[src/rtl/itli_pkg.sv]
// Shared types, constants and state codes for the inverse table lookup unit.
package itli_pkg;

	localparam int TABLE_DEPTH = 1024;
	localparam int ADDR_W      = $clog2(TABLE_DEPTH);
	localparam int SAMPLE_W    = 32;
	localparam int PTS_W       = 11;
	localparam int STEP_W      = 32;
	localparam int POS_W       = 48;
	localparam int FRAC_W      = 16;
	localparam int CFG_IDX_W   = 2;
	localparam int CFG_DATA_W  = 32;

	// Datapath widths of the shared divide / multiply unit.
	localparam int DIVISOR_W   = SAMPLE_W;
	localparam int DIVIDEND_W  = SAMPLE_W + FRAC_W;
	localparam int U_W         = DIVIDEND_W + 2;
	localparam int PROD_W      = U_W + STEP_W;
	localparam int DIV_STEPS   = DIVIDEND_W;
	localparam int MUL_STEPS   = STEP_W;
	localparam int CNT_W       = $clog2(DIV_STEPS);

	localparam logic [POS_W-1:0] POS_LIMIT = {1'b0, {(POS_W-1){1'b1}}};
	localparam logic [POS_W-1:0] NEG_LIMIT = {1'b1, {(POS_W-1){1'b0}}};

	typedef enum logic {
		OP_LOAD  = 1'b0,
		OP_QUERY = 1'b1
	} op_t;

	typedef enum logic [CFG_IDX_W-1:0] {
		REG_POINTS = 2'd0,
		REG_STEP   = 2'd1,
		REG_ASC    = 2'd2
	} cfg_reg_t;

	typedef enum logic {
		ALU_DIV = 1'b0,
		ALU_MUL = 1'b1
	} alu_op_t;

	typedef enum logic [3:0] {
		ST_IDLE,
		ST_SRCH,
		ST_CMP,
		ST_RHI,
		ST_EVAL,
		ST_DIV,
		ST_POS,
		ST_MUL,
		ST_OUT
	} state_t;

	typedef struct packed {
		op_t                        operation;
		logic [ADDR_W-1:0]          entry_index;
		logic signed [SAMPLE_W-1:0] sample_value;
	} itli_in_t;

	typedef struct packed {
		logic signed [POS_W-1:0] position;
		logic                    exact_match;
		logic                    flat_segment;
		logic                    saturated;
	} itli_out_t;

	typedef struct packed {
		logic                 start;
		alu_op_t              op;
		logic [U_W-1:0]       opa;
		logic [STEP_W-1:0]    opb;
	} alu_cmd_t;

	typedef struct packed {
		logic                  done;
		logic [DIVIDEND_W-1:0] quo;
		logic [PROD_W-1:0]     prod;
	} alu_res_t;

endpackage

[src/rtl/itli_alu.sv]
// Shared shift-add / shift-subtract unit: restoring divide and serial multiply.
module itli_alu (
	input  logic                clk,
	input  logic                arst_n,
	input  itli_pkg::alu_cmd_t  cmd,
	output itli_pkg::alu_res_t  res
);

	localparam int PW = itli_pkg::PROD_W;
	localparam int DW = itli_pkg::DIVIDEND_W;
	localparam int VW = itli_pkg::DIVISOR_W;

	logic                         busy_q;
	logic                         done_q;
	itli_pkg::alu_op_t            op_q;
	logic [itli_pkg::CNT_W-1:0]   cnt_q;
	logic [PW-1:0]                acc_q;
	logic [PW-1:0]                sh_q;
	logic [itli_pkg::STEP_W-1:0]  opb_q;

	logic [VW:0]   rem_sh;
	logic [PW-1:0] add_a;
	logic [PW-1:0] add_b;
	logic          sub;
	logic [PW-1:0] sum;
	logic          neg;

	always_comb begin
		rem_sh = {acc_q[VW-1:0], sh_q[DW-1]};
		if (op_q == itli_pkg::ALU_DIV) begin
			add_a = {{(PW-VW-1){1'b0}}, rem_sh};
			add_b = ~{{(PW-itli_pkg::STEP_W){1'b0}}, opb_q};
			sub   = 1'b1;
		end else begin
			add_a = acc_q;
			add_b = opb_q[0] ? sh_q : '0;
			sub   = 1'b0;
		end
		sum = add_a + add_b + {{(PW-1){1'b0}}, sub};
		neg = sum[PW-1];
	end

	always_ff @(posedge clk or negedge arst_n) begin
		if (!arst_n) begin
			busy_q <= 1'b0;
			done_q <= 1'b0;
			op_q   <= itli_pkg::ALU_DIV;
			cnt_q  <= '0;
		end else begin
			done_q <= 1'b0;
			if (cmd.start) begin
				busy_q <= 1'b1;
				op_q   <= cmd.op;
				cnt_q  <= (cmd.op == itli_pkg::ALU_DIV) ?
					itli_pkg::CNT_W'(itli_pkg::DIV_STEPS - 1) :
					itli_pkg::CNT_W'(itli_pkg::MUL_STEPS - 1);
			end else if (busy_q) begin
				cnt_q <= cnt_q - 1'b1;
				if (cnt_q == '0) begin
					busy_q <= 1'b0;
					done_q <= 1'b1;
				end
			end
		end
	end

	always_ff @(posedge clk) begin
		if (cmd.start) begin
			acc_q <= '0;
			sh_q  <= {{(PW-itli_pkg::U_W){1'b0}}, cmd.opa};
			opb_q <= cmd.opb;
		end else if (busy_q) begin
			if (op_q == itli_pkg::ALU_DIV) begin
				// trial subtract, keep the partial remainder on borrow
				acc_q <= neg ? {{(PW-VW-1){1'b0}}, rem_sh} : sum;
				sh_q  <= {sh_q[PW-2:0], ~neg};
			end else begin
				acc_q <= sum;
				sh_q  <= {sh_q[PW-2:0], 1'b0};
				opb_q <= {1'b0, opb_q[itli_pkg::STEP_W-1:1]};
			end
		end
	end

	assign res.done = done_q;
	assign res.quo  = sh_q[DW-1:0];
	assign res.prod = acc_q;

endmodule

[config.mk]
export PLATFORM = sky130hd
export DESIGN_NAME = itli_alu
export DESIGN_NICKNAME = d
export VERILOG_FILES = /design/src/rtl/itli_pkg.sv /design/src/rtl/itli_alu.sv
export SDC_FILE = /design/constraint.sdc
export NUM_CORES = 1
export LEC_CHECK = 0
export BUFFER_PORTS_ARGS = -buffer_cell sky130_fd_sc_hd__clkbuf_2
export CORE_MARGIN = 4
export CORE_UTILIZATION = 45
export CTS_CLUSTER_SIZE = 40
export DETAILED_ROUTE_END_ITERATION = 12
export GPL_TIMING_DRIVEN = 0
export PLACE_DENSITY = 0.64
export SLEW_MARGIN = 20
export SYNTH_ARGS = -nofsm -noshare
export SYNTH_HDL_FRONTEND = slang
export SYNTH_SLANG_ARGS = --single-unit
[constraint.sdc]
create_clock -name clk -period 5.9 [get_ports clk]
set_input_delay 0.59 -clock clk [delete_from_list [all_inputs] [get_ports clk]]
set_output_delay 0.59 -clock clk [all_outputs]
set_load 0.05 [all_outputs]
==> metrics, run 1 <==
outcome=completed; cell count after synthesis=1748; Required @ worst endpoint=6370 ps; vias in the first global route=13380; CTS tree=built; drt first pass iters=5; Max VDD drop=0.2421 mV; slew margin rel.=29.53%; Avg Cell Area, Syn=8.536 um^2; first-pass GRT wire length=74110 um; number of synthesized flops with an enable pin=82; DR vias/cell=5.606; GR met3 Demand/Resource=4.165%; post-placement setup slack=85.94 ps; final setup fails=0; I/O Buffers=216; final hold violations=0; post-synthesis sequential area ratio=33.31%; Root Buffer=clkbuf_16; cts bufs inserted=26; clk buf depth=3; Sequential cell area=4970 um^2; main flop type after synthesis=dfxtp_1; clk sinks=205; WL/cell=19.43 um; Total Die Area=36130 um^2; CP max stage delay=550 ps; Worst setup SP type=flop; worst setup margin=331.2 ps; Lkg Pwr=0.007897 uW; Tot Pwr=6056 uW; HP Class=input port to flop; Final Instance Area=17480 um^2; final core utilization=53.60%; maxcap violations=0; CORE AREA=32620 um^2; io pins=217; GR peak layer=met2; DP HPWL=37430 um; Arr. time, crit path=6040 ps; Setup CP Type=flop to flop; fmax=0.1796 GHz; largest net degree at the start of global routing=51; post-CTS setup buffer count=0; flop2flop setup slack=330 ps; Final Cycle Share=94.39%; remaining antenna violation count=0; Worst-path clk slew=60 ps; Slew Viols, Final=0; setup TNS=0 ps; Netlist cell types=66; Initial Utilization=45.74%; area of the multi-input gates=9010 um^2; critical-path cell list=clkbuf_1 > clkbuf_1 > clkbuf_2 > mux2_2 > ha_1 > buf_2 > nand2_1 > nor3_1 > o2111ai_1 > a31o_1 > a31o_1 > a211oi_4 > o21ai_2 > a31oi_1 > buf_2 > o2111ai_1 > o211ai_1; syn_nets=1918; slowest CP cell=clkbuf_1; skew final=17.69 ps; Clock Latency Late Sink=540 ps; CTS H-tree lvls=1; nature of the critical path endpoint=flop; P&R area growth vs syn=17.17%; GR met1 Demand/Resource=34.87%; GRT overflow=0; drt initial violations=880; crit path max fanout=10; final net count=2164; drt total wl=47730 um; layout cells sized above 1=22.24%; # DRC=0; fillers=3155; PwrDens=346.4 nW/um^2; yosys warns=0; Synth Register Bits=205; GR Util met2=41.52%; Die Ht=190.1 um; unrepaired setup endpoints after global routing=false; worst slew pin tran=1057 ps; GPL Wtd Cong=0.9603; antenna diode count=0; row count=66; Syn Std Cell Area=14920 um^2; die width=190.1 um; Area after DPL=16600 um^2; total global-route track usage=25.45%; initial antenna violation count=1; Final Critical Period=5569 ps; FFs w/ async S/R, synth=4.390%; Via Count=13770
==> kinds of logic after synthesis <==
group / synth area share (%)
AOI/OAI and AO/OA: 18.07
adders and majority gates: 7.145
DFF: 33.31
buffers and inverters: 6.382
muxes: 12.75
and+or+nand+nor: 18.11
xor gates and xnor gates: 4.226
==> critical path: cells and delay by family (launching register included) <==
family	cells	cell delay, ps
buffers and inverters	5	1930
AOI/OAI and AO/OA	8	1930
and+or+nand+nor	2	630
muxes	1	400
DFF	1	320
adders and majority gates	1	270
==> stage by stage <==
stage          hold slack (ps)  cells
4_1_cts                  321.0   2456
6_report                 335.5   2456
3_3_place_gp             455.5   2406
5_1_grt                  330.8   2456
2_1_floorplan            294.4   1748
3_5_place_dp             458.5   2407
==> state kept, by name, summed over array words and instances (netlist names) <==
register and count:
acc_q 82, sh_q 82, opb_q 32, cnt_q 6, busy_q 1, done_q 1, op_q 1
==> where the power goes <==
part	switching, uW	total [uW]	internal [uW]	leakage, uW
clock	649	1610	957	0.000429
sequential	182	1850	1670	0.00189
combinational	1700	2600	894	0.00558
==> worst paths after layout <==
kind,from,end,depth (start not counted)
min reg2reg,acc_q[40],acc_q[40],2
max reg2reg,op_q,acc_q[58],17
min in group asynchronous,arst_n,busy_q,2
min,cmd[82],op_q,3
max in group asynchronous,arst_n,done_q,2
max,op_q,acc_q[58],17
==> repair_timing <==
item | 4_1_cts | 5_1_grt
setup endpoints to repair | 0 | 44
hold endpoints to repair | 9 | 0
hold buffers | 1 | 0
resized for setup | 0 | 7
==> per-layer routing <==
metal,vias to the layer above,wire length (um)
met5,-,0
met4,0,1417
met3,75,2994
met2,429,21750
met1,6513,21560
li1,6752,-
==> cell usage after synthesis (all sizes together) (8+ instances only) <==
master	instances	area share (%)
and3	17	0.71
and2	61	2.6
xnor2	41	2.4
edfxtp	82	17
o21bai	21	1.1
nand2	241	6.1
a21oi	111	3.7
o21ai	129	4.4
inv	36	0.91
dfxtp	114	15
nand4	29	1.2
a21o	45	2.3
nand2b	11	0.46
nor2	128	3.2
xor2	31	1.8
mux2i	63	4.2
a211oi	34	1.8
dfrtp	9	1.5
nor3	15	0.50
mux2	113	8.5
buf	71	3.3
ha	82	6.9
nand3	45	1.5
o21a	8	0.40
clkbuf	86	2.2
a31oi	22	0.92
or3	8	0.34
==> area by class of cell <==
cell class	count	area share [%]
multi-input cells	1349	51.54
clock buffers	35	4.387
clock inverters	13	0.6083
well taps	442	3.163
inverters	37	0.8087
repair buffers	218	6.398
flip-flops and latches	205	28.43
plain buffers	157	4.673
==> placed cells by master, fill, tap and decap left out, drive strengths merged, types with 34 or more instances in the layout <==
| cell | netlist | routed |
|---|---|---|
| nand3 | 45 | 45 |
| nor2 | 128 | 128 |
| mux2i | 63 | 63 |
| and2 | 61 | 61 |
| buf | 71 | 71 |
| a211oi | 34 | 34 |
| nand2 | 241 | 241 |
| clkbuf | 86 | 338 |
| xnor2 | 41 | 41 |
| mux2 | 113 | 113 |
| o21ai | 129 | 129 |
| inv | 36 | 37 |
| edfxtp | 82 | 82 |
| a21oi | 111 | 111 |
| ha | 82 | 82 |
| dfxtp | 114 | 114 |
| a21o | 45 | 45 |
Note: power is estimated with default switching activity, not from simulation.
==> inputs of run 2 (changes only) <==
--- a/config.mk
+++ b/config.mk
@@ -11,6 +11,7 @@
 export CTS_CLUSTER_SIZE = 40
 export DETAILED_ROUTE_END_ITERATION = 12
 export GPL_TIMING_DRIVEN = 0
+export MAX_ROUTING_LAYER = met4
 export PLACE_DENSITY = 0.64
 export SLEW_MARGIN = 20
 export SYNTH_ARGS = -nofsm -noshare
==> constraint.sdc (replaced) <==
create_clock -name clk -period 6.2 [get_ports clk]
set_input_delay 0.62 -clock clk [delete_from_list [all_inputs] [get_ports clk]]
set_output_delay 0.62 -clock clk [all_outputs]
set_load 0.05 [all_outputs]
==> metrics, run 2 (synthesis results as in run 1) <==
outcome=completed; initial antenna violation count=1 (unchanged); unrepaired setup endpoints after global routing=false; I/O Buffers=216 (unchanged); Setup CP Type=flop to flop; Slew Viols, Final=0 (unchanged); Clock Latency Late Sink=550 ps (about the same); flop2flop setup slack=220 ps (-110 ps); final hold violations=0 (unchanged); layout cells sized above 1=22.02% (-0.23 points); nature of the critical path endpoint=flop; commonest cells after routing, fill and taps aside=241 x nand2_1, 217 x clkbuf_2, 128 x nor2_1; drt total wl=48050 um (+0.67%); HP Class=input port to flop; Area after DPL=16600 um^2 (unchanged); remaining antenna violation count=0 (unchanged); cts bufs inserted=26 (unchanged); largest net degree at the start of global routing=51 (unchanged); final setup fails=0 (unchanged); worst slew pin tran=1184 ps (+127.2 ps); P_sw=2408 uW (-5.0%); P&R area growth vs syn=17.13% (about the same); Stages on worst setup path=17 (unchanged); Arr. time, crit path=6430 ps (+390 ps); biggest regs=acc_q: 82 flops, sh_q: 82 flops, opb_q: 32 flops; CP max stage delay=890 ps (+340 ps); Total Die Area=36130 um^2 (unchanged); r2r worst-path depth=17 (unchanged); Root Buffer=clkbuf_16; skew final=11.61 ps (-6.077 ps); Final Critical Period=5980 ps (+411.1 ps); DR vias/cell=5.621 (+0.26%); Hold Path Depth=3 (unchanged); commonest non-fill, non-tap cell in the layout=nand2_1; clock share of power=26.9% (+0.4 points); final core utilization=53.58% (about the same); critical-path cell list=clkbuf_1 > clkbuf_1 > nand3_1 > o21ai_0 > fa_1 > inv_1 > fa_1 > nand2b_1 > a21o_1 > a32o_1 > o21ai_0 > nand4bb_1 > a21oi_1 > o21a_1 > o21a_1 > o21ai_0 > a32o_1; total global-route track usage=26.59% (+1.1 points); crit path max fanout=10 (unchanged); Lkg Pwr=0.007876 uW (-0.26%); die width=190.1 um (unchanged); Via Count=13790 (+0.18%); io pins=217 (unchanged); clk buf depth=3 (unchanged); fillers=3142 (-0.41%); Crit Reg-Reg Startpoint=opb_q[0]; most used cell, CP=o21ai_0; maxcap violations=0 (unchanged); slowest CP cell=clkbuf_1; antenna diode count=0 (unchanged); CTS tree=built; area of the multi-input gates=9010 um^2 (unchanged); Worst Min Path Start=cmd[82]; DP HPWL=37740 um (+0.83%); Sw Ratio=41.59% (-0.25 points); Crit. Startpoint=opb_q[0]; CTS H-tree lvls=1 (unchanged); drt first pass iters=5 (unchanged); Seq pwr share=30.5% (about the same); cell-internal power=3381 uW (-4.0%); Worst setup SP type=flop; Required @ worst endpoint=6650 ps (+280 ps); post-CTS setup buffer count=0 (unchanged); GRT overflow=0 (unchanged); vias in the first global route=13500 (+0.95%); drt initial violations=1017 (+16%); Final Cycle Share=96.45% (+2.1 points); final net count=2164 (unchanged); clk sinks=205 (unchanged); Max VDD drop=0.2397 mV (-1.0%); Die Ht=190.1 um (unchanged); WL/cell=19.58 um (+0.76%); post-placement setup slack=350.3 ps (+264.4 ps); slew margin rel.=21.05% (-8.5 points); GPL Wtd Cong=0.9817 (+2.2%); # DRC=0 (unchanged); PwrDens=331.2 nW/um^2 (-4.4%); fmax=0.1672 GHz (-6.9%); row count=66 (unchanged); Sequential cell area=4970 um^2 (unchanged); Gate power share=42.6% (-0.3 points); CORE AREA=32620 um^2 (unchanged); Final Instance Area=17480 um^2 (about the same); setup TNS=0 ps (unchanged); first-pass GRT wire length=75040 um (+1.3%); delay-heaviest family, CP=compound AO/OA/AOI/OAI gates; worst setup margin=220.1 ps (-111.1 ps); worst path bufs/invs=3 (-2); Initial Utilization=45.74% (unchanged); Worst-path clk slew=60 ps (about the same)
[run 2: per-stage QoR]
| step | hold WS (ps) | cells | total power [uW] |
|---|---|---|---|
| 2_1_floorplan | 324.4 | 1748 | 3603 |
| 3_3_place_gp | 455.6 | 2406 | 4215 |
| 3_5_place_dp | 458.9 | 2407 | 4227 |
| 4_1_cts | 325.3 | 2454 | 5804 |
| 5_1_grt | 334.1 | 2454 | 6112 |
| 6_report | 344.8 | 2454 | 5789 |
[run 2: what timing repair did]
action / CTS / global route
gates resized for setup: 0 / 2
endpoints found under the setup margin: 0 / 3
endpoints found under the hold margin: 9 / 0
hold buffers: 1 / 0
[run 2: layout make-up]
cell class	count	share of cell area, %
Buffer	157	4.661
Clock buffer	33	4.109
Clock inverter	13	0.8663
Inverter	37	0.8090
Multi-Input combinational cell	1349	51.55
Sequential cell	205	28.44
Tap cell	442	3.164
Timing Repair Buffer	218	6.400
[run 2: worst min-delay path, cell delays in order]
cell and delay (ps):
clkbuf_2 90, nand2_1 70, o21ai_0 70
[run 2: path summary, 6_finish.rpt]
kind / endpoint
min in group asynchronous: done_q
min: op_q
max reg2reg: acc_q[72]
max: acc_q[72]
min reg2reg: acc_q[44]
max in group asynchronous: op_q
[run 2: power by group through the flow]
stage	registers [uW]	logic (uW)	clock network [uW]
2_1_floorplan	2090	1510	0
3_3_place_gp	1790	2430	0
3_5_place_dp	1790	2440	0
4_1_cts	1760	2460	1580
5_1_grt	1790	2680	1640
6_report	1770	2470	1550
[run 2: per-layer routing]
layer	share of wire, %	track usage (%)	up-vias
met5	0	-	-
li1	-	-	6737
met3	6.1	4.716	77
met1	45	35.11	6589
met4	3.3	8.013	0
met2	45	41.99	391
==> inputs of run 3 (changes only) <==
--- a/config.mk
+++ b/config.mk
@@ -12,7 +12,7 @@
 export DETAILED_ROUTE_END_ITERATION = 12
 export GPL_TIMING_DRIVEN = 0
 export MAX_ROUTING_LAYER = met4
-export PLACE_DENSITY = 0.64
+export PLACE_DENSITY = 0.67
 export SLEW_MARGIN = 20
 export SYNTH_ARGS = -nofsm -noshare
 export SYNTH_HDL_FRONTEND = slang
==> constraint.sdc (replaced) <==
create_clock -name clk -period 5.5 [get_ports clk]
set_input_delay 0.55 -clock clk [delete_from_list [all_inputs] [get_ports clk]]
set_output_delay 0.55 -clock clk [all_outputs]
set_load 0.05 [all_outputs]
==> metrics, run 3 (synthesis results as in run 1) <==
placed instance count=2407 (unchanged); HP Class=input port to flop; Seq pwr share=30.6% (about the same); maxcap violations=0 (unchanged); drt total wl=47990 um (-0.13%); row count=66 (unchanged); cell-internal power=3812 uW (+13%); Crit Reg-Reg Startpoint=opb_q[0]; Worst setup SP type=flop; commonest cells after routing, fill and taps aside=241 x nand2_1, 223 x clkbuf_2, 128 x nor2_1; post-CTS setup buffer count=0 (unchanged); delay-heaviest family, CP=compound AO/OA/AOI/OAI gates; Initial Utilization=45.74% (unchanged); initial antenna violation count=1 (unchanged); r2r worst-path depth=16 (-1); critical-path cell list=clkbuf_2 > nand3_1 > o21ai_0 > fa_1 > inv_1 > fa_1 > nand2b_1 > a21o_1 > a21oi_1 > o2111ai_1 > a31o_2 > or4_1 > a21oi_1 > o21ai_0 > a21o_1 > a32o_1; clk buf depth=3 (unchanged); worst slew pin tran=965.1 ps (-219.2 ps); Root Buffer=clkbuf_16; Slew Viols, Final=0 (unchanged); Clock Latency Late Sink=530 ps (-20 ps); layout cells sized above 1=22.35% (+0.33 points); Worst Min Path Start=cmd[82]; Die Ht=190.1 um (unchanged); final core utilization=53.56% (about the same); Worst-path clk slew=60 ps (about the same); io pins=217 (unchanged); WL/cell=19.58 um (about the same); CORE AREA=32620 um^2 (unchanged); fmax=0.1958 GHz (+17%); Total Die Area=36130 um^2 (unchanged); Sw Ratio=41.42% (-0.17 points); Crit. Startpoint=opb_q[0]; Required @ worst endpoint=5910 ps (-740 ps); total global-route track usage=26.50% (-0.092 points); Max VDD drop=0.2598 mV (+8.4%); final net count=2161 (-0.14%); commonest non-fill, non-tap cell in the layout=nand2_1; CTS H-tree lvls=1 (unchanged); DP HPWL=38040 um (+0.80%); clock share of power=26.6% (-0.3 points); Via Count=13830 (+0.29%); Final Cycle Share=92.88% (-3.6 points); CP max stage delay=920 ps (+30 ps); flop2flop setup slack=390 ps (+170 ps); capturing point of the worst reg2reg path=acc_q[78]; antenna diode count=0 (unchanged); Setup CP Type=flop to flop; largest net degree at the start of global routing=51 (unchanged); final setup fails=0 (unchanged); final hold violations=0 (unchanged); DR vias/cell=5.644 (+0.41%); vias in the first global route=13660 (+1.2%); Lkg Pwr=0.007900 uW (+0.30%); clk sinks=205 (unchanged); I/O Buffers=216 (unchanged); crit path max fanout=12 (+2); PwrDens=372.5 nW/um^2 (+12%); Final Critical Period=5108 ps (-871.5 ps); Arr. time, crit path=5520 ps (-910 ps); outcome=completed; cts bufs inserted=25 (-3.8%); first-pass GRT wire length=75040 um (unchanged); drt initial violations=785 (-23%); slew margin rel.=35.66% (+15 points); GPL Wtd Cong=1.006 (+2.5%); skew final=16.23 ps (+4.612 ps); Gate power share=42.7% (about the same); # DRC=0 (unchanged); Stages on worst setup path=16 (-1); Hold WS=311.3 ps (-33.45 ps); CTS tree=built; biggest regs=acc_q: 82 flops, sh_q: 82 flops, opb_q: 32 flops; P&R area growth vs syn=17.08% (about the same); drt first pass iters=5 (unchanged); CP endpoint=acc_q[78]; die width=190.1 um (unchanged); worst path bufs/invs=2 (-1); remaining antenna violation count=0 (unchanged); final non-filler cell total=2451 (-0.12%); slowest CP cell=edfxtp_1; unrepaired setup endpoints after global routing=false; GRT overflow=0 (unchanged); P_sw=2696 uW (+12%); nature of the critical path endpoint=flop; setup TNS=0 ps (unchanged)
## run 3: cell count changes in the layout (fill, tap and decap cells not counted), moves of 2 or more
| cell | previous run | this run |
|---|---|---|
| buf_1 | 7 | 5 |
| buf_2 | 11 | 13 |
| clkbuf_1 | 89 | 83 |
| clkbuf_16 | 27 | 25 |
| clkbuf_2 | 217 | 223 |
| clkinv_1 | 3 | 5 |
| clkinvlp_4 | 4 | 0 |
## run 3: power by group through the flow
stage | Combinational (uW) | Clock, uW | Sequential, uW
after CTS | 2770 | 1760 | 1990
final | 2780 | 1730 | 1990
after global placement | 2750 | 0 | 2010
after global routing | 3020 | 1820 | 2020
after detailed placement | 2750 | 0 | 2010
after floorplan | 1700 | 0 | 2360
## run 3: worst min-delay path, cell delays in order
cell and delay (ps):
clkbuf_2 80, nand2_1 80, o21ai_0 80
## run 3: per-stage QoR
stage	cell area [um^2]	power [uW]	worst slack, ps
floorplan	14920	4061	1286
global placement	16550	4757	-316.0
detailed placement	16600	4767	-293.5
CTS	17450	6520	53.03
global route	17470	6864	171.6
finish	17470	6508	391.7
## run 3: layout make-up
cell class / count / area (um^2)
fill: 3162 / 15150
multi-input combinational: 1349 / 9026
sequential: 205 / 4970
timing repair buffer: 218 / 1119
buffer: 155 / 817.0
clock buffer: 34 / 689.4
tap: 442 / 553.0
clock inverter: 11 / 153.9
inverter: 37 / 141.4
## run 3: what timing repair did
item                                   in CTS  in global routing
endpoints found under the hold margin       9                  0
resized for setup                           5                 13
setup endpoints to repair                  71                 81
hold buffers                                1                  0
## run 3: routing by layer
layer  up-vias  track usage [%]  wire length (um)
met5         -                -                 0
met3        82            4.092              2780
li1       6756                -                 -
met1      6607            33.93             21350
met2       389            43.60             22290
met4         0            7.930              1568
## run 3: worst min path at each step
stage	end	slack, ps	depth (start not counted)
after global placement	cnt_q[5]	420	1
final	cnt_q[4]	310	3
after CTS	op_q	290	3
after global routing	opb_q[31]	310	2
after detailed placement	cnt_q[4]	430	1
after floorplan	busy_q	250	0
